$ cat src/rtl/csrm_pkg.sv
// ----------------------------------------------------------------------------
// csrm_pkg
// Shared types, widths and defaults of the circle scene ray march block.
// ----------------------------------------------------------------------------
package csrm_pkg;

  localparam int TABLE_DEPTH_DEF = 1024;
  localparam int MARCH_STEPS_DEF = 5;
  localparam int FRAC_BITS_DEF   = 16;

  // Widest slot index the input word can address.
  localparam int IDX_W   = 10;
  localparam int IDX_CAP = 1 << IDX_W;

  // Table entry: {active, mask, x, y, radius}.
  localparam int ENT_W = 1 + 8 + 32 + 32 + 31;

  localparam int S_DATA_W = 256;
  localparam int M_DATA_W = 48;

  localparam logic [31:0] SAT_MAX = 32'h7FFF_FFFF;

  typedef enum logic [2:0] {
    ST_CLEAR,
    ST_IDLE,
    ST_MUL,
    ST_POINT,
    ST_SCAN,
    ST_DRAIN,
    ST_DECIDE,
    ST_FIN
  } state_t;

  typedef struct packed {
    logic clr_wr;
    logic in_wr;
    logic addr_rst;
    logic addr_inc;
    logic q_load;
    logic mul;
    logic point;
    logic rd;
    logic step_upd;
    logic fin;
  } dp_cmd_t;

  typedef struct packed {
    logic addr_last;
    logic pipe_busy;
    logic found;
    logic below_eps;
    logic last_step;
    logic out_full;
  } dp_sts_t;

endpackage

$ cat src/rtl/csrm_ctrl.sv
// ----------------------------------------------------------------------------
// csrm_ctrl
// Controller: clearing pass, input acceptance, march step sequencing.
// ----------------------------------------------------------------------------
module csrm_ctrl
  import csrm_pkg::*;
(
  input  logic    clk,
  input  logic    rst,
  input  logic    s_tvalid,
  input  logic    s_mode,
  output logic    s_tready,
  input  dp_sts_t sts,
  output dp_cmd_t cmd
);

  state_t state, state_next;

  always_ff @(posedge clk) begin
    if (rst) begin
      state <= ST_CLEAR;
    end else begin
      state <= state_next;
    end
  end

  always_comb begin
    state_next = state;
    cmd        = '0;
    s_tready   = 1'b0;
    case (state)
      ST_CLEAR: begin
        cmd.clr_wr   = 1'b1;
        cmd.addr_inc = 1'b1;
        if (sts.addr_last) begin
          cmd.addr_rst = 1'b1;
          state_next   = ST_IDLE;
        end
      end
      ST_IDLE: begin
        s_tready = 1'b1;
        if (s_tvalid) begin
          if (s_mode) begin
            cmd.q_load = 1'b1;
            state_next = ST_MUL;
          end else begin
            cmd.in_wr = 1'b1;
          end
        end
      end
      ST_MUL: begin
        cmd.mul    = 1'b1;
        state_next = ST_POINT;
      end
      ST_POINT: begin
        cmd.point    = 1'b1;
        cmd.addr_rst = 1'b1;
        state_next   = ST_SCAN;
      end
      ST_SCAN: begin
        cmd.rd       = 1'b1;
        cmd.addr_inc = 1'b1;
        if (sts.addr_last) begin
          cmd.addr_rst = 1'b1;
          state_next   = ST_DRAIN;
        end
      end
      ST_DRAIN: begin
        if (!sts.pipe_busy) begin
          state_next = ST_DECIDE;
        end
      end
      ST_DECIDE: begin
        if (!sts.found || sts.below_eps) begin
          state_next = ST_FIN;
        end else begin
          cmd.step_upd = 1'b1;
          state_next   = sts.last_step ? ST_FIN : ST_MUL;
        end
      end
      ST_FIN: begin
        if (!sts.out_full) begin
          cmd.fin    = 1'b1;
          state_next = ST_IDLE;
        end
      end
      default: begin
        state_next = ST_IDLE;
      end
    endcase
  end

endmodule

$ cat config.mk
export PLATFORM = sky130hd
export DESIGN_NAME = csrm_ctrl
export DESIGN_NICKNAME = d
export VERILOG_FILES = /design/src/rtl/csrm_pkg.sv /design/src/rtl/csrm_ctrl.sv
export SDC_FILE = /design/constraint.sdc
export NUM_CORES = 1
export LEC_CHECK = 0
export BUFFER_PORTS_ARGS = -buffer_cell sky130_fd_sc_hd__buf_2
export CAP_MARGIN = 20
export CORE_AREA = 2 2 39 41
export CTS_BUF_LIST = sky130_fd_sc_hd__clkbuf_8
export CTS_CLUSTER_DIAMETER = 100
export CTS_CLUSTER_SIZE = 40
export DETAILED_ROUTE_END_ITERATION = 8
export DIE_AREA = 0 0 41 43
export GPL_TIMING_DRIVEN = 1
export SLEW_MARGIN = 40
export SYNTH_ARGS = -nofsm -noshare
export SYNTH_HDL_FRONTEND = slang
export SYNTH_SLANG_ARGS = --single-unit
$ cat constraint.sdc
create_clock -name clk -period 2.5 [get_ports clk]
set_input_delay 0.25 -clock clk [delete_from_list [all_inputs] [get_ports clk]]
set_output_delay 0.25 -clock clk [all_outputs]
set_load 0.01 [all_outputs]
# ---- Word level (Yosys, flattened, before mapping)
# Cells that the tools add are included.
dict set report classes {
  n_eq_ne 13
  muxes 27
  reduce_logical 5
}
# cell n
set op_table {}
lappend op_table {{$mux W3} 8}
lappend op_table {{$pmux W3 S8} 1}
lappend op_table {{$mux W1} 17}
lappend op_table {{$eq A3 B3 Y1 const B} 4}
lappend op_table {{$ne A2 B2 Y1 const B} 6}
lappend op_table {{$eq A3 B2 Y1 const B} 2}
lappend op_table {{$reduce_and A6 Y1} 1}
lappend op_table {{$eq A3 B1 Y1 const B} 1}
lappend op_table {{$logic_not A3 Y1} 1}
lappend op_table {{$pmux W1 S2} 1}
lappend op_table {{$reduce_or A2 Y1} 1}
lappend op_table {{$logic_not A1 Y1} 1}
lappend op_table {{$logic_or A1 B1 Y1} 1}
dict set report totals {
  reg_bits 3
  inputBits 10
  out_inout_bits 11
  wordCells 46
}

# ---- Longest topological paths before layout
# Gate-level depths: netlist of run 1.
dict set report depth {
  ltp_word 4
  depth_mapped 6
  mapped_depth_nobuf 6
}

# ---- Worst setup path before layout of run 1
# OpenSTA, ideal clock, no wires.
dict set report synth_path {
  path_type {flip-flop to flip-flop}
  startpoint {register state[1]}
  endpoint {register state[2]}
  setup_ps 115
  arrival_ps 1616
  required_time_ps 2385
  setup_slack_ps 769
  stages_incl_launch_ff 7
  path_buffers 0
  synth_period_minus_slack_ps 1731
  cell_sequence {dfxtp_1 -> inv_1 -> ha_1 -> nor2b_4 -> a222oi_1 -> o221a_1 -> nor3_1}
}
dict set report synth_between {
  elab_chain_len 3
  word_cells_on_any_way 16
  cone_classes {eq/ne (13); mux (1); reduce/logical (2)}
}
# item line
set synth_lines {}
lappend synth_lines {{start: declaration} csrm_ctrl.sv:17} ;# state_t state, state_next;
lappend synth_lines {{start signal: assignment} csrm_ctrl.sv:23} ;# state <= state_next;
lappend synth_lines {{$eq A3 B3 Y1 (tied with other cells)} csrm_ctrl.sv:31} ;# case (state)
lappend synth_lines {{$ne A2 B2 Y1 (no line)} -}
lappend synth_lines {{$reduce_and A6 Y1 (no line)} -}
# Several ways; a longest one is shown, not always the timed one.
# A chain may end at the register's enable or synchronous reset.

# ---- Worst setup path after layout of run 1
# Same ends and word-level chain as after synthesis.

==> results of run 1 <==
worst max-delay path: stages, from the launching register on:
cell,delay [ns]
dfxtp_1,0.37
inv_1,0.09
ha_1,0.23
nor2b_4,0.15
a222oi_1,0.67
o221a_1,0.30
nor3_1,0.04
cells in the mapped netlist, drive strengths merged:
library cell and instances:
a22o 1, inv 3, clkinv 1, nor3 1
nand2 4, dfxtp 3, and3 1, o21a 1
o221a 1, a21o 1, a211oi 1, dlygate4sd1 1
nor2 7, and2 1, ha 5, nor3b 4
mux2i 1, a222oi 1, nor2b 3, a221oi 1
path summary, 6_finish.rpt:
kind / to / slack, ns / cells past startpoint
setup / recovery: state[2] / 0.53 / 6
hold / removal: state[1] / 0.23 / 2
setup reg to reg: state[2] / 0.53 / 6
hold reg to reg: state[0] / 0.54 / 2
stage by stage:
stage          worst slack (ns)  hold slack [ns]  power [mW]  cells
6_report                  0.534            0.235       0.563     81
5_1_grt                   0.362            0.241       0.629     81
4_1_cts                   0.503            0.228       0.576     81
3_5_place_dp              0.514            0.452       0.435     77
3_3_place_gp              0.631            0.457       0.425     77
2_1_floorplan             0.769            0.322       0.340     42
cell type report:
class	instances	area [sq um]	area share, %
multi-input combinational	34	258	51.8
clock buffer	3	41.3	8.29
tap	16	20.0	4.02
timing repair buffer	20	100	20.1
sequential	3	60.1	12.1
inverter	4	15.0	3.02
clock inverter	1	3.75	0.754
cells by family (layout without fill, tap and decap cells):
| kind of cell | Yosys count | count (layout) | share of synthesized area, % |
|---|---|---|---|
| DFF | 3 | 3 | 17.6 |
| and+or+nand+nor | 21 | 21 | 36.3 |
| AOI/OAI and AO/OA | 7 | 7 | 18.0 |
| adders and majority gates | 5 | 5 | 18.3 |
| muxes | 1 | 1 | 2.93 |
| buffers and inverters | 5 | 28 | 6.96 |
where the power goes:
| part | internal, mW | switching, mW | total [mW] |
|---|---|---|---|
| Sequential | 0.0689 | 0.0369 | 0.106 |
| Combinational | 0.158 | 0.164 | 0.322 |
| Clock | 0.104 | 0.0303 | 0.135 |
layer usage:
layer / routed length [um] / vias up / track usage [%]
li1: - / 192 / -
met1: 316 / 151 / 8.92
met2: 385 / 17 / 18.1
met3: 79 / 2 / 6.28
met4: 8 / 0 / 6.00
met5: 0 / - / 0
==> flow_summary_export.csv, run 1 <==
group,metric,value,unit
logic_synthesis,synth.top_cell.area_share,18.3,%
sta,setup_tns,0,ns
clock_tree,clock_latency,0.21,ns
final_layout,largest_reg_flops,3,
worst_hold_path,hold_class,"input port to flip-flop",
global_route,grt_pass1_wl,1220,um
clock_tree,cts-root-buf,"clkbuf_8",
final_layout,antenna_cells,0,
clock_tree,post-cts-setup-buffers,0,
global_route,grt_pass1_vias,338,
route,initialDrtViolationCount,7,
pwr,powerDensity,1130,nW/um^2
route,drt_pass1_iterations,4,
final_layout,fillers,163,
clock_tree,h-tree-depth,1,
logic_synthesis,synth_cell_types,22,
sta,hold_violations,0,
die,die-area,1760,sq um
setup_path,cp-end-kind,"flip-flop",
clock_tree,cts_hold_buffers,0,
logic_synthesis,yosys-top-cells-area,"ha_1 (18%), dfxtp_1 (18%), nor3b_1 (8.8%)",
clock_tree,cts_buffers,3,
setup_path,cp.required,2.60,ns
sta,slew_headroom,48.3,%
global_route,grt_antenna_before_repair,0,
clock_tree,cts_tree,"built",
logic_synthesis,syn-num-nets,57,
status,outcome,"finished, final reports clean",
final_layout,drive_above_1_share,40.0,%
sta,setup-violations-final,0,
sta,period_needed,1.97,ns
placed_design,postPlaceCellArea,453,sq um
final_layout,postLayoutCoreUtil,36.0,%
setup_path,start_kind,"flip-flop",
clock_tree,clock_path_buffers,2,
final_layout,layout_common_cells,"buf_2 (20), nor2_1 (7), ha_1 (5)",
route,drtAntennaViolNets,0,
sta,tightestPinTransition,0.775,ns
worst_hold_path,min_from,"rst",
placed_design,gp_congestion,0.736,
setup_path,criticalPathCategory,"flip-flop to flip-flop",
setup_path,crit_fanout,5,
setup_path,cp_data_arrival_time,2.07,ns
final_layout,final_common_cell,"buf_2",
die,fp.dieH,43,um
die,fp.dieW,41,um
route,drc,0,
logic_synthesis,synth_seq_area_share,17.6,%
die,io_pins,21,
pwr,ir_drop,0.000353,V
placed_design,hpwl,652,um
route,viasPerCell,4.47,
global_route,grt_overflow,0,
logic_synthesis,syn_area,342,sq um
final_layout,syn_to_final_growth,45.8,%
setup_path,cp-startpoint,"state[1]",
final_layout,nets,81,
die,start_util,24.7,%
die,design.core.area,1380,sq um
logic_synthesis,yosys.area.top_type,"ha_1",
final_layout,reg_top3,"state: 3 flops",
clock_tree,cts_sinks,3,
pwr,p_leak,0.263,nW
sta,period_share,78.7,%
global_route,grt_max_degree,14,
sta,maxSlewViolCount,0,
die,rows,14,
final_layout,regMostFlops,"state",
route,drt_wl_total,789,um
placed_design,io_buffer_count,20,
route,via_count,362,
job,maxCapViolCount,0,
setup_path,reg2reg_from,"state[1]",
global_route,grt_use_total,10.7,%
logic_synthesis,netlist_instances,42,
sta,skew,0.00193,ns
clock_tree,clk_pin_slew_worst_paths,0.03,ns
sta,rsz0062_at_grt,"no",
sta,fmax,509,MHz
clock_tree,ctsResizeCount,0,
route,wl_per_cell,9.74,um
logic_synthesis,ys_ff_latch,3,
final_layout,final_area,498,sq um
logic_synthesis,yosysWarnings,0,
logic_synthesis,avgSynthCellArea,8.13,sq um
(Power assumes the default switching activity.)
==> run 2, diff against run 1 <==
- clock period: 2.5 -> 1.7 ns (I/O delays scaled with it)
==> run 2 against run 1 <==
Combinational power increased by 70%. Sequential power increased by 36%. Utilization increased by 1.8 points. Highest routed layer is now met3.
==> flow_summary_export.csv, run 2 (same netlist as run 1, synthesis figures left out) <==
group,metric,value,unit
status,outcome,"finished, final reports clean",
final_layout,reg_top3,"state: 3 flops",
pwr,power,890,uW
clock_tree,clock_path_buffers,2,
clock_tree,cts-root-buf,"clkbuf_8",
clock_tree,clock_latency,0.21,ns
die,fp.dieW,41,um
sta,period_needed,1.62,ns
setup_path,cp.buffers_inverters,2,
global_route,grt_use_total,10.5,%
final_layout,regMostFlops,"state",
clock_tree,clk_pin_slew_worst_paths,0.03,ns
die,fp.dieH,43,um
global_route,grt_antenna_before_repair,0,
global_route,grt_pass1_wl,1230,um
sta,skew,0.00113,ns
worst_hold_path,hold_class,"input port to flip-flop",
placed_design,hpwl,657,um
pwr,p_leak,0.273,nW
placed_design,gp_congestion,0.756,
final_layout,final_area,523,sq um
sta,hold_violations,0,
die,rows,14,
final_layout,antenna_cells,0,
setup_path,cp_data_arrival_time,1.72,ns
final_layout,syn_to_final_growth,53.1,%
die,io_pins,21,
route,via_count,382,
clock_tree,h-tree-depth,1,
die,die-area,1760,sq um
global_route,grt_overflow,0,
job,maxCapViolCount,0,
pwr,powerDensity,1700,nW/um^2
global_route,grt_pass1_vias,329,
route,initialDrtViolationCount,9,
clock_tree,cts_sinks,3,
route,viasPerCell,4.60,
die,design.core.area,1380,sq um
setup_path,criticalPathCategory,"flip-flop to flip-flop",
sta,tightestPinTransition,0.325,ns
setup_path,critPathMaxStageDelay,0.34,ns
clock_tree,cts_hold_buffers,0,
clock_tree,cts_buffers,3,
route,wl_met3,77,um
setup_path,crit_fanout,5,
pwr,ir_drop,0.000663,V
final_layout,nets,83,
final_layout,largest_reg_flops,3,
clock_tree,cts_tree,"built",
sta,setup-violations-final,0,
clock_tree,post-cts-setup-buffers,0,
setup_path,cp.required,1.80,ns
sta,maxSlewViolCount,0,
setup_path,cp-end-kind,"flip-flop",
final_layout,layout_common_cells,"buf_2 (20), nor2_1 (7), inv_1 (4), nor3b_1 (4), ha_1 (4)",
final_layout,drive_above_1_share,47.8,%
sta,slew_headroom,78.4,%
route,met1_length,330,um
placed_design,io_buffer_count,20,
setup_path,cpLargestDelayFamily,"compound AO/OA/AOI/OAI gates",
setup_path,start_kind,"flip-flop",
route,drt_wl_total,834,um
setup_path,path_cells,"inv_1, ha_2, a22o_1, a222oi_1, buf_4, mux2i_1, nor2_1",
setup_path,crit_slowest_cell,"dfxtp_2",
route,top_layer,"met3",
route,wl_met2,426,um
route,wl_per_cell,10.0,um
final_layout,final_common_cell,"buf_2",
route,drc,0,
placed_design,postPlaceCellArea,472,sq um
global_route,grt_max_degree,10,
route,drt_pass1_iterations,4,
sta,fmax,618,MHz
sta,setup_tns,0,ns
die,start_util,24.7,%
route,drtAntennaViolNets,0,
sta,period_share,95.2,%
==> run 2: routing by layer <==
layer	up-vias	GRT usage [%]
met5	-	0
li1	195	-
met1	170	10.9
met3	0	3.14
met2	17	16.6
met4	0	8.00
==> run 2: path summary, 6_finish.rpt <==
check            from       end  slack (ns)  cells past startpoint
min reg2reg  state[1]  state[1]        0.53                      2
max reg2reg  state[1]  state[1]        0.08                      7
min               rst  state[0]        0.16                      2
max          state[1]  state[1]        0.08                      7
==> run 2: power breakdown <==
part           switching, mW  internal [mW]
registers             0.0377          0.106
logic                  0.279          0.269
clock network         0.0451          0.154
==> run 2: layout make-up <==
cell class,instances,area (sq um)
clock buffers,3,41.3
flip-flops and latches,3,62.6
multi-input cells,34,265
repair buffers,22,115
inverters,4,15.0
fillers,156,861
well taps,16,20.0
clock inverters,1,3.75
==> run 2: what timing repair did <==
action                                  CTS  global route
endpoints found under the setup margin    0             2
gates resized for setup                   0             2
hold endpoints to repair                  0             0
==> run 2: stage by stage <==
stage	utilization, %	cells	hold WS, ns	worst slack [ns]
CTS	37.3	83	0.144	0.0763
global route	37.8	83	0.157	-0.00374
floorplan	-	42	0.235	0.00892
global placement	34.1	79	0.368	0.0977
finish	37.8	83	0.156	0.0821
detailed placement	34.1	79	0.368	0.0959
